`config.mk`:
```
export PLATFORM = sky130hd
export DESIGN_NAME = xor_checked_frame_parser_core
export DESIGN_NICKNAME = d
export VERILOG_FILES = /design/src/hw/rtl/fpp_pkg.sv /design/src/hw/rtl/fpp_payload_ram.sv /design/src/hw/rtl/fpp_rx_parser.sv /design/src/hw/rtl/fpp_drain.sv /design/src/hw/rtl/xor_checked_frame_parser_core.sv
export SDC_FILE = /design/constraint.sdc
export NUM_CORES = 1
export LEC_CHECK = 0
export BUFFER_PORTS_ARGS = -buffer_cell sky130_fd_sc_hd__buf_4
export CAP_MARGIN = 10
export CORE_ASPECT_RATIO = 1.1
export CORE_MARGIN = 4
export CORE_UTILIZATION = 48
export DETAILED_ROUTE_END_ITERATION = 8
export PLACE_DENSITY = 0.69
export SLEW_MARGIN = 20
export SYNTH_ARGS = -nofsm -noshare
export SYNTH_HDL_FRONTEND = slang
export SYNTH_SLANG_ARGS = --single-unit
```
`constraint.sdc`:
```
create_clock -name i_clk -period 6.3 [get_ports i_clk]
set_clock_uncertainty 0.15 [all_clocks]
set_input_delay 1.26 -clock i_clk [delete_from_list [all_inputs] [get_ports i_clk]]
set_output_delay 1.26 -clock i_clk [all_outputs]
set_load 0.02 [all_outputs]
```
`src/hw/rtl/fpp_pkg.sv`:
```
`timescale 1ns / 1ps
// ----------------------------------------------------------------------------
// fpp_pkg
// Shared types and constants for the XOR-checked frame parser.
// ----------------------------------------------------------------------------
package fpp_pkg;

    localparam int P_MAX_PAYLOAD = 32;
    localparam int BYTE_W        = 8;
    localparam int LEN_W         = 7;
    localparam int IDX_W         = 6;
    localparam logic [BYTE_W-1:0] LEN_MIN = 8'd2;

    typedef enum logic [2:0] {
        PH_SRC  = 3'd0,
        PH_LEN  = 3'd1,
        PH_DST  = 3'd2,
        PH_DATA = 3'd3,
        PH_CHK  = 3'd4
    } t_phase;

    // frame header handed from parser to drain on a good checksum
    typedef struct packed {
        logic [BYTE_W-1:0] src;
        logic [BYTE_W-1:0] dst;
        logic [LEN_W-1:0]  len;
        logic [LEN_W-1:0]  size;
    } t_frame_info;

    typedef struct packed {
        logic [BYTE_W-1:0] src;
        logic [BYTE_W-1:0] dst;
        logic [LEN_W-1:0]  len;
        logic [BYTE_W-1:0] payload;
        logic [IDX_W-1:0]  idx;
        logic              has_payload;
        logic              last;
    } t_result;

endpackage

```
`src/hw/rtl/fpp_payload_ram.sv`:
```
`timescale 1ns / 1ps
// ----------------------------------------------------------------------------
// fpp_payload_ram
// Payload byte store: one write port, one read port, registered read data.
// ----------------------------------------------------------------------------
module fpp_payload_ram import fpp_pkg::*; #(
    parameter int DEPTH = P_MAX_PAYLOAD,
    parameter int AW    = (DEPTH > 1) ? $clog2(DEPTH) : 1
) (
    input  logic              i_clk,
    input  logic              i_we,
    input  logic [AW-1:0]     i_waddr,
    input  logic [BYTE_W-1:0] i_wdata,
    input  logic              i_re,
    input  logic [AW-1:0]     i_raddr,
    output logic [BYTE_W-1:0] o_rdata
);

    logic [BYTE_W-1:0] r_mem [DEPTH];
    logic [BYTE_W-1:0] r_rdata;

    always_ff @(posedge i_clk) begin
        if (i_we) begin
            r_mem[i_waddr] <= i_wdata;
        end
    end

    always_ff @(posedge i_clk) begin
        if (i_re) begin
            r_rdata <= r_mem[i_raddr];
        end
    end

    assign o_rdata = r_rdata;

endmodule

```
`src/hw/rtl/fpp_rx_parser.sv`:
```
`timescale 1ns / 1ps
// ----------------------------------------------------------------------------
// fpp_rx_parser
// Byte-serial frame state machine: header capture, payload write, checksum.
// ----------------------------------------------------------------------------
module fpp_rx_parser import fpp_pkg::*; #(
    parameter int MAX_PAYLOAD = P_MAX_PAYLOAD,
    parameter int AW          = (MAX_PAYLOAD > 1) ? $clog2(MAX_PAYLOAD) : 1
) (
    input  logic              i_clk,
    input  logic              i_rst_n,
    input  logic              i_byte_valid,
    input  logic [BYTE_W-1:0] i_byte,
    output logic              o_wr_en,
    output logic [AW-1:0]     o_wr_addr,
    output logic [BYTE_W-1:0] o_wr_data,
    output logic              o_start,
    output t_frame_info       o_info
);

    localparam logic [BYTE_W-1:0] LEN_MAX = BYTE_W'(MAX_PAYLOAD + 2);

    t_phase            r_phase, n_phase;
    logic [BYTE_W-1:0] r_src, n_src;
    logic [LEN_W-1:0]  r_len, n_len;
    logic [BYTE_W-1:0] r_dst, n_dst;
    logic [LEN_W-1:0]  r_cnt, n_cnt;
    logic [BYTE_W-1:0] r_xor, n_xor;
    logic [LEN_W-1:0]  w_size;
    logic [LEN_W-1:0]  w_cnt_inc;

    assign w_size    = r_len - LEN_W'(2);
    assign w_cnt_inc = r_cnt + LEN_W'(1);

    always_ff @(posedge i_clk) begin
        if (!i_rst_n) begin
            r_phase <= PH_SRC;
            r_src   <= '0;
            r_len   <= '0;
            r_dst   <= '0;
            r_cnt   <= '0;
            r_xor   <= '0;
        end else begin
            r_phase <= n_phase;
            r_src   <= n_src;
            r_len   <= n_len;
            r_dst   <= n_dst;
            r_cnt   <= n_cnt;
            r_xor   <= n_xor;
        end
    end

    always_comb begin
        n_phase   = r_phase;
        n_src     = r_src;
        n_len     = r_len;
        n_dst     = r_dst;
        n_cnt     = r_cnt;
        n_xor     = r_xor;
        o_wr_en   = 1'b0;
        o_wr_addr = r_cnt[AW-1:0];
        o_wr_data = i_byte;
        o_start   = 1'b0;
        o_info    = '{src: r_src, dst: r_dst, len: r_len, size: w_size};
        if (i_byte_valid) begin
            case (r_phase)
                PH_LEN: begin
                    // out-of-range length restarts with this byte as source
                    if (i_byte < LEN_MIN || i_byte > LEN_MAX) begin
                        n_src = i_byte;
                        n_xor = i_byte;
                    end else begin
                        n_len   = i_byte[LEN_W-1:0];
                        n_xor   = r_xor ^ i_byte;
                        n_phase = PH_DST;
                    end
                end
                PH_DST: begin
                    n_dst   = i_byte;
                    n_xor   = r_xor ^ i_byte;
                    n_cnt   = '0;
                    n_phase = (r_len > LEN_W'(2)) ? PH_DATA : PH_CHK;
                end
                PH_DATA: begin
                    o_wr_en = 1'b1;
                    n_cnt   = w_cnt_inc;
                    n_xor   = r_xor ^ i_byte;
                    if (w_cnt_inc >= w_size) begin
                        n_phase = PH_CHK;
                    end
                end
                PH_CHK: begin
                    o_start = (i_byte == r_xor);
                    n_phase = PH_SRC;
                    n_src   = '0;
                    n_len   = '0;
                    n_dst   = '0;
                    n_cnt   = '0;
                    n_xor   = '0;
                end
                default: begin
                    n_src   = i_byte;
                    n_xor   = i_byte;
                    n_phase = PH_LEN;
                end
            endcase
        end
    end

endmodule

```
`src/hw/rtl/fpp_drain.sv`:
```
`timescale 1ns / 1ps
// ----------------------------------------------------------------------------
// fpp_drain
// Reads the stored payload back in order and feeds the result register.
// ----------------------------------------------------------------------------
module fpp_drain import fpp_pkg::*; #(
    parameter int MAX_PAYLOAD = P_MAX_PAYLOAD,
    parameter int AW          = (MAX_PAYLOAD > 1) ? $clog2(MAX_PAYLOAD) : 1
) (
    input  logic              i_clk,
    input  logic              i_rst_n,
    input  logic              i_start,
    input  t_frame_info       i_info,
    output logic              o_busy,
    output logic              o_re,
    output logic [AW-1:0]     o_raddr,
    input  logic [BYTE_W-1:0] i_rdata,
    output logic              o_out_valid,
    input  logic              i_out_ready,
    output t_result           o_out
);

    logic             r_busy, n_busy;
    logic             r_empty, n_empty;
    logic             r_pend, n_pend;
    logic             r_out_valid, n_out_valid;
    t_frame_info      r_info, n_info;
    logic [LEN_W-1:0] r_rd_idx, n_rd_idx;
    logic [IDX_W-1:0] r_pend_idx, n_pend_idx;
    logic             r_pend_last, n_pend_last;
    t_result          r_out, n_out;

    logic w_out_free, w_load_pay, w_load_empty, w_issue;

    assign w_out_free   = !r_out_valid || i_out_ready;
    assign w_load_pay   = r_pend && w_out_free;
    assign w_load_empty = r_busy && r_empty && w_out_free;
    // read slot is free when nothing waits or the waiting byte moves on now
    assign w_issue      = r_busy && !r_empty && (r_rd_idx < r_info.size) &&
                          (!r_pend || w_out_free);

    assign o_busy      = r_busy;
    assign o_re        = w_issue;
    assign o_raddr     = r_rd_idx[AW-1:0];
    assign o_out_valid = r_out_valid;
    assign o_out       = r_out;

    always_ff @(posedge i_clk) begin
        if (!i_rst_n) begin
            r_busy      <= 1'b0;
            r_empty     <= 1'b0;
            r_pend      <= 1'b0;
            r_out_valid <= 1'b0;
        end else begin
            r_busy      <= n_busy;
            r_empty     <= n_empty;
            r_pend      <= n_pend;
            r_out_valid <= n_out_valid;
        end
    end

    always_ff @(posedge i_clk) begin
        r_info      <= n_info;
        r_rd_idx    <= n_rd_idx;
        r_pend_idx  <= n_pend_idx;
        r_pend_last <= n_pend_last;
        r_out       <= n_out;
    end

    always_comb begin
        n_busy      = r_busy;
        n_empty     = r_empty;
        n_pend      = r_pend;
        n_out_valid = r_out_valid;
        n_info      = r_info;
        n_rd_idx    = r_rd_idx;
        n_pend_idx  = r_pend_idx;
        n_pend_last = r_pend_last;
        n_out       = r_out;

        if (w_load_pay) begin
            n_out_valid = 1'b1;
            n_out = '{src: r_info.src, dst: r_info.dst, len: r_info.len,
                      payload: i_rdata, idx: r_pend_idx, has_payload: 1'b1,
                      last: r_pend_last};
        end else if (w_load_empty) begin
            n_out_valid = 1'b1;
            n_out = '{src: r_info.src, dst: r_info.dst, len: r_info.len,
                      payload: '0, idx: '0, has_payload: 1'b0, last: 1'b1};
        end else if (i_out_ready) begin
            n_out_valid = 1'b0;
        end

        if (i_start) begin
            n_busy   = 1'b1;
            n_info   = i_info;
            n_empty  = (i_info.size == '0);
            n_rd_idx = '0;
            n_pend   = 1'b0;
        end else if (r_empty) begin
            if (w_load_empty) begin
                n_empty = 1'b0;
                n_busy  = 1'b0;
            end
        end else begin
            if (w_issue) begin
                n_pend      = 1'b1;
                n_pend_idx  = r_rd_idx[IDX_W-1:0];
                n_pend_last = (LEN_W'(r_rd_idx + LEN_W'(1)) == r_info.size);
                n_rd_idx    = r_rd_idx + LEN_W'(1);
            end else if (w_load_pay) begin
                n_pend = 1'b0;
            end
            if (r_busy && !n_pend && n_rd_idx == r_info.size) begin
                n_busy = 1'b0;
            end
        end
    end

endmodule

```
`src/hw/rtl/xor_checked_frame_parser_core.sv`:
```
`timescale 1ns / 1ps
// First result: drain start register, store read register, then result register;
// an empty frame skips the store read. Throughput: 1 byte per cycle while parsing;
// after a good checksum the payload store is read back at 1 entry per cycle while
// the receiver accepts results, and input stalls until the last result is loaded.
// Reset: synchronous, active low; clears parser and drain control, not the store.
// ----------------------------------------------------------------------------
// xor_checked_frame_parser_core
// Source/length/destination/payload/XOR-checksum frame receiver.
// ----------------------------------------------------------------------------
module xor_checked_frame_parser_core import fpp_pkg::*; #(
    parameter int MAX_PAYLOAD = P_MAX_PAYLOAD
) (
    input  logic        i_clk,
    input  logic        i_rst_n,
    input  logic        s_axis_tvalid,
    output logic        s_axis_tready,
    input  logic [7:0]  s_axis_tdata,   // [7:0] rx_byte
    output logic        m_axis_tvalid,
    input  logic        m_axis_tready,
    // [7:0] source_addr, [15:8] dest_addr, [22:16] length_field,
    // [30:23] payload_byte, [36:31] byte_index, [39:37] zero
    output logic [39:0] m_axis_tdata,
    output logic [0:0]  m_axis_tuser,   // [0] has_payload
    output logic        m_axis_tlast
);

    localparam int AW = (MAX_PAYLOAD > 1) ? $clog2(MAX_PAYLOAD) : 1;

    logic              w_in_xfer;
    logic              w_we;
    logic [AW-1:0]     w_waddr;
    logic [BYTE_W-1:0] w_wdata;
    logic              w_start;
    t_frame_info       w_info;
    logic              w_busy;
    logic              w_re;
    logic [AW-1:0]     w_raddr;
    logic [BYTE_W-1:0] w_rdata;
    t_result           w_out;

    assign s_axis_tready = !w_busy;
    assign w_in_xfer     = s_axis_tvalid && s_axis_tready;

    fpp_rx_parser #(
        .MAX_PAYLOAD (MAX_PAYLOAD),
        .AW          (AW)
    ) u_parser (
        .i_clk        (i_clk),
        .i_rst_n      (i_rst_n),
        .i_byte_valid (w_in_xfer),
        .i_byte       (s_axis_tdata),
        .o_wr_en      (w_we),
        .o_wr_addr    (w_waddr),
        .o_wr_data    (w_wdata),
        .o_start      (w_start),
        .o_info       (w_info)
    );

    fpp_payload_ram #(
        .DEPTH (MAX_PAYLOAD),
        .AW    (AW)
    ) u_ram (
        .i_clk   (i_clk),
        .i_we    (w_we),
        .i_waddr (w_waddr),
        .i_wdata (w_wdata),
        .i_re    (w_re),
        .i_raddr (w_raddr),
        .o_rdata (w_rdata)
    );

    fpp_drain #(
        .MAX_PAYLOAD (MAX_PAYLOAD),
        .AW          (AW)
    ) u_drain (
        .i_clk       (i_clk),
        .i_rst_n     (i_rst_n),
        .i_start     (w_start),
        .i_info      (w_info),
        .o_busy      (w_busy),
        .o_re        (w_re),
        .o_raddr     (w_raddr),
        .i_rdata     (w_rdata),
        .o_out_valid (m_axis_tvalid),
        .i_out_ready (m_axis_tready),
        .o_out       (w_out)
    );

    assign m_axis_tdata = {3'b000, w_out.idx, w_out.payload, w_out.len,
                           w_out.dst, w_out.src};
    assign m_axis_tuser = w_out.has_payload;
    assign m_axis_tlast = w_out.last;

endmodule

```
### Word level (Yosys, flattened, before mapping)

Memories as Yosys holds them, arrays and structs flattened. A register that Yosys moved wholly into a read port is not among the register bits.
Index checks and enable logic that the tools add are counted.

| storage, ports and cells | value |
|---|---|
| register bits after elaboration | 128 |
| bits in writable memories | 256 |
| memories kept | 1 |

| operators by class | value |
|---|---|
| $add $sub $neg | 3 |
| magnitude comparators | 5 |
| equal/unequal tests | 11 |
| multiplexer cells | 37 |
| bitwise logic cells | 5 |
| reduce and logical (&&, ||, !) cells | 34 |

Memories:

| name | depth | bits a word | rd ports | clocked after Yosys merged registers in | wr ports | line | RTL |
|---|---|---|---|---|---|---|---|
| u_ram.r_mem | 32 | 8 | 1 | 1 | 1 | fpp_payload_ram.sv:19 | `logic [BYTE_W-1:0] r_mem [DEPTH];` |

Operators with widths:

| operator | count |
|---|---|
| 39-bit two-way mux | 2 |
| 8-bit case mux with 3 select lines | 2 |
| 7-bit two-way mux | 4 |
| 7-bit case mux with 2 select lines | 2 |
| 1-bit two-way mux | 20 |
| 8-bit two-way mux | 2 |
| 8-bit case mux with 2 select lines | 1 |
| 7-bit by 1-bit adder with 7-bit output (second input constant) | 2 |
| 7-bit == test | 2 |
| 3-bit case mux with 4 select lines | 1 |
| 3-bit AND reduction | 4 |
| 1-bit logical AND | 9 |
| 3-bit two-way mux | 3 |
| 8-bit == test | 1 |
| 8-bit by 6-bit > comparator with 1-bit output (second input constant) | 1 |
| 8-bit by 2-bit less-than comparator with 1-bit output (second input constant) | 1 |
| 2-bit nonzero test | 4 |
| 8-bit bitwise XOR | 1 |
| 7-bit greater-or-equal comparator | 1 |
| 7-bit by 2-bit > comparator with 1-bit output (second input constant) | 1 |
| 7-bit logical NOT | 1 |
| 7-bit less-than comparator | 1 |
| 7-bit by 2-bit subtractor with 7-bit output (second input constant) | 1 |
| 3-bit by 2-bit == test with 1-bit output (second input constant) | 2 |
| other kinds (11) | 26 |

### Longest topological paths before layout

| depth | value |
|---|---|
| depth in word-level cells | 13 |
| mapped depth | 11 |
| gate-level depth less buffers | 11 |

### Cells and area by module

Synthesis repeated with hierarchy kept, for this count alone.

| unflattened totals | value |
|---|---|
| cell total of the unflattened synthesis | 950 |
| area, all modules | 16,070.4 um^2 |

By module, submodules not included:

| module | times used | cells each | area each (um^2) | sequential area each (um^2) |
|---|---|---|---|---|
| fpp_payload_ram | 1 | 417 | 10,133.5 | 7,927.6 |
| fpp_drain | 1 | 239 | 3,525.9 | 2,492.4 |
| fpp_rx_parser | 1 | 288 | 2,374.8 | 820.8 |
| xor_checked_frame_parser_core | 1 | 6 | 36.3 | 0.0 |

### Least setup slack after synthesis

OpenSTA, ideal clock, no wires.

| timing path | value |
|---|---|
| path type | in2reg |
| start | in s_axis_tdata[2] |
| end | reg u_drain.r_info[0] in the netlist's numbering (enable) |
| library setup time | 0.491 ns |
| arrival time | 4.641 ns |
| required time | 5.659 ns |
| setup slack | 1.018 ns |
| stages | 4 |
| buffers on the path | 1 |
| path through | clkbuf_1 xnor2_1 nand4_1 nor4_1 |

| on the way | value |
|---|---|
| cells in the longest elaborated chain, start to end | 3 |

Ends and longest elaborated chain:

| item | line | RTL |
|---|---|---|
| start: declaration | xor_checked_frame_parser_core.sv:18 | `input logic [7:0] s_axis_tdata,` |
| 8-bit == test | fpp_rx_parser.sv:93 | `o_start = (i_byte == r_xor);` |
| 1-bit two-way mux | fpp_rx_parser.sv:66 | `case (r_phase)` |
| 1-bit two-way mux | fpp_rx_parser.sv:65 | `if (i_byte_valid) begin` |
| via u_drain.i_start | fpp_drain.sv:12 | `input logic i_start,` |
| end signal: assignment | fpp_drain.sv:63 | `r_info <= n_info;` |
| end: declaration | fpp_drain.sv:27 | `t_frame_info r_info, n_info;` |

The timed path passes the listed nets, and every way through them passes these cells.
A chain may end at the register's enable or synchronous reset.

### Worst setup path in the final report

| timing path | value |
|---|---|
| start | in s_axis_tvalid |
| end | mem u_ram.r_mem[18][1] (enable) |

| on the way | value |
|---|---|
| cells in the longest elaborated chain, start to end | 4 |

Ends and longest elaborated chain:

| item | line | RTL |
|---|---|---|
| start: declaration | xor_checked_frame_parser_core.sv:16 | `input logic s_axis_tvalid,` |
| 1-bit logical AND | xor_checked_frame_parser_core.sv:43 | `assign w_in_xfer = s_axis_tvalid && s_axis_tready;` |
| 1-bit two-way mux | fpp_rx_parser.sv:65 |  |
| 1-bit two-way mux | fpp_payload_ram.sv:23 | `if (i_we) begin` |
| 1-bit two-way mux (implied by the code) | fpp_payload_ram.sv:24 | `r_mem[i_waddr] <= i_wdata;` |
| end: declaration | fpp_payload_ram.sv:19 |  |

No other way between the ends.

==> flow_metrics.tcl <==
set metrics [dict create \
    outcome "completed" \
    dp_hpwl_um 21300 \
    cts_hold_buf 0 \
    cts.sinks 391 \
    critPathRequiredTime_ns 6.32 \
    initial_utilization_pct 49.0 \
    post_cts_buffers 0 \
    drc 0 \
    firstDrtPassIters 5 \
    ys_ff_latch 391 \
    power_switching_mw 1.04 \
    io_pins 56 \
    die_h_um 199 \
    ff_latch_area_mm2 0.0112 \
    finalSetupTns_ns 0 \
    wl_per_cell_um 23.2 \
    nNetsFinal 1040 \
    cts_resized 0 \
    yosysUniqueCellTypes 50 \
    syn_area_mm2 0.0159 \
    clkLatencyLatePin_ns 0.55 \
    layout.filler_cells 2507 \
    p_seq_share_pct 54.5 \
    p_int_mw 4.13 \
    cp-start-kind "primary input" \
    cts_buffers 39 \
    critical_path_class "primary input to register" \
    post-route-util_pct 55.2 \
    reg2reg_depth 5 \
    critPathMaxFanout 14 \
    antenna_left 0 \
    slew_violations 0 \
    final_common_cell "edfxtp_1" \
    yosysWarningCount 0 \
    arrival_ns 3.52 \
    num_rows 69 \
    core_mm2 0.0325 \
    syn-mean-instance-area_um2 16.6 \
    dr.first_iter.drc_count 783 \
    drive_above_1_share_pct 20.4 \
    grt_pass1_wl_um 51100 \
    grt-ovfl-total 0 \
    area_growth_pct 12.6 \
    final_cell_mix "338 x edfxtp_1, 80 x mux4_2, 68 x nand2_1" \
    r2r-start "u_parser.r_phase[0]$_SDFFE_PN0P_" \
    worst_pin_slew_ns 0.968 \
    clkTransAtPathRegs_ns 0.06 \
    port_buffers 52 \
    hold_viol 0 \
    max_slew_margin_pct 35.3 \
    htree_levels 2 \
    vias 8527 \
    max_freq_ghz 0.286 \
    maxCapViolations 0 \
    cts_tree "built" \
    gp_congestion 0.812 \
    yosysSeqAreaShare_pct 70.3 \
    hold_path_class "register to register" \
    layout_min_cycle_time_ns 3.50 \
    cp-end-kind "register" \
    grt_max_degree 57 \
    synthArstFlopShare_pct 0 \
    powerDensity_mw_per_mm2 288 \
    critPathLaunch "s_axis_tvalid" \
    grt_usage_pct 18.7 \
    die_area_mm2 0.0362 \
    p_sw_share_pct 20.2 \
    rsz0062_at_grt "no" \
    grt_pass1_vias 8165 \
    stdcell_area_mm2 0.0180 \
    syn_inst 961 \
    p_total_mw 5.18 \
    clockBufferDepth 3 \
    p_clk_share_pct 43.4 \
    vias_per_cell 5.83 \
    ir_drop_mv 0.170 \
    wirelength_um 33900 \
    die_x_um 182 \
    worstHoldStart "u_parser.r_src[3]$_SDFFE_PN0P_" \
    synth_edf_count 338 \
    combPwrFrac_pct 2.1 \
    setup_viol_count_final 0 \
    whs_path_depth 0 \
    placed_area_mm2 0.0167 \
    multi_input_area_mm2 0.00443 \
    p_leak_nw 5.99 \
    cts_root_buffer "clkbuf_16" \
    antenna_found_initial 0 \
    fin_crit_sh_pct 55.6 \
    ys.flop_type "edfxtp_1" \
]
[worst paths after layout]
check	to	slack [ns]
worst max-delay path	u_ram.r_mem[18][1]$_DFFE_PP_	2.80
worst min-delay path	u_drain.r_info[25]$_DFFE_PP_	0.28
worst max register to register	u_ram.r_mem[18][1]$_DFFE_PP_	2.92
worst min register to register	u_drain.r_info[25]$_DFFE_PP_	0.28
[worst max-delay path: stages]
cell	delay, ns
buf_4	0.09
nor2b_1	0.13
buf_4	0.21
o21ai_1	0.23
nor2_1	0.41
nand2_1	0.48
nor2_1	0.69
[metal layers]
layer / vias up / track usage, % / part of all wire (%)
met1: 4292 / 26.2 / 42
met3: 49 / 3.44 / 7.4
met5: - / 0 / 0
met4: 0 / 4.59 / 1.9
met2: 388 / 30.9 / 48
li1: 3798 / - / -
[state kept, by name, indices dropped and copies added (netlist names), 3 cells and up]
register / cells
u_parser.r_xor: 8
u_drain.r_info: 29
u_parser.r_src: 8
u_parser.r_cnt: 7
u_parser.r_phase: 3
u_parser.r_len: 7
u_drain.o_out: 39
u_drain.r_pend_idx: 6
u_drain.r_rd_idx: 7
u_parser.r_dst: 8
u_ram.r_mem: 256
u_ram.o_rdata: 8
[cells by family after synthesis]
family	synth area share, %
flip-flops	70.3
AND/OR/NAND/NOR	8.37
multiplexers	13.1
AO/OA/AOI/OAI	3.00
buffers and inverters	2.00
XOR/XNOR	1.59
adder cells (fa/ha/maj)	1.57
other	0.0235
[Yosys cell counts (all sizes together), types with 20 or more instances]
cell type | count | area [um^2]
a21oi | 30 | 154
nand2 | 68 | 255
mux2i | 20 | 200
xnor2 | 21 | 184
and2 | 27 | 169
clkbuf | 38 | 143
edfxtp | 338 | 10100
and3 | 20 | 125
dfxtp | 53 | 1060
mux4 | 80 | 1800
ha | 20 | 250
inv | 20 | 75.1
nor2 | 54 | 210
[power by group through the flow]
stage	clock network, mW	logic, mW	registers, mW
after detailed placement	0	0.111	2.88
after CTS	2.28	0.111	2.82
after global placement	0	0.111	2.88
after floorplan	0	0.0587	2.87
final	2.24	0.110	2.82
after global routing	2.39	0.121	2.82
[layout make-up]
| class | count | area share (%) |
|---|---|---|
| diodes | 1 | 0.0139 |
| multi-input cells | 496 | 24.7 |
| clock buffers | 49 | 5.70 |
| repair buffers | 60 | 2.51 |
| inverters | 20 | 0.418 |
| clock inverters | 20 | 1.21 |
| flip-flops and latches | 391 | 62.5 |
| well taps | 426 | 2.97 |
[metrics by stage]
| stage | worst slack [ns] | cells | hold WS, ns |
|---|---|---|---|
| final | 2.80 | 1463 | 0.279 |
| after global routing | 2.65 | 1462 | 0.294 |
| after CTS | 2.82 | 1462 | 0.279 |
| after detailed placement | 2.32 | 1393 | 0.265 |
| after global placement | 2.37 | 1393 | 0.265 |
| after floorplan | 1.02 | 963 | 0.258 |
(Power assumes the default switching activity.)
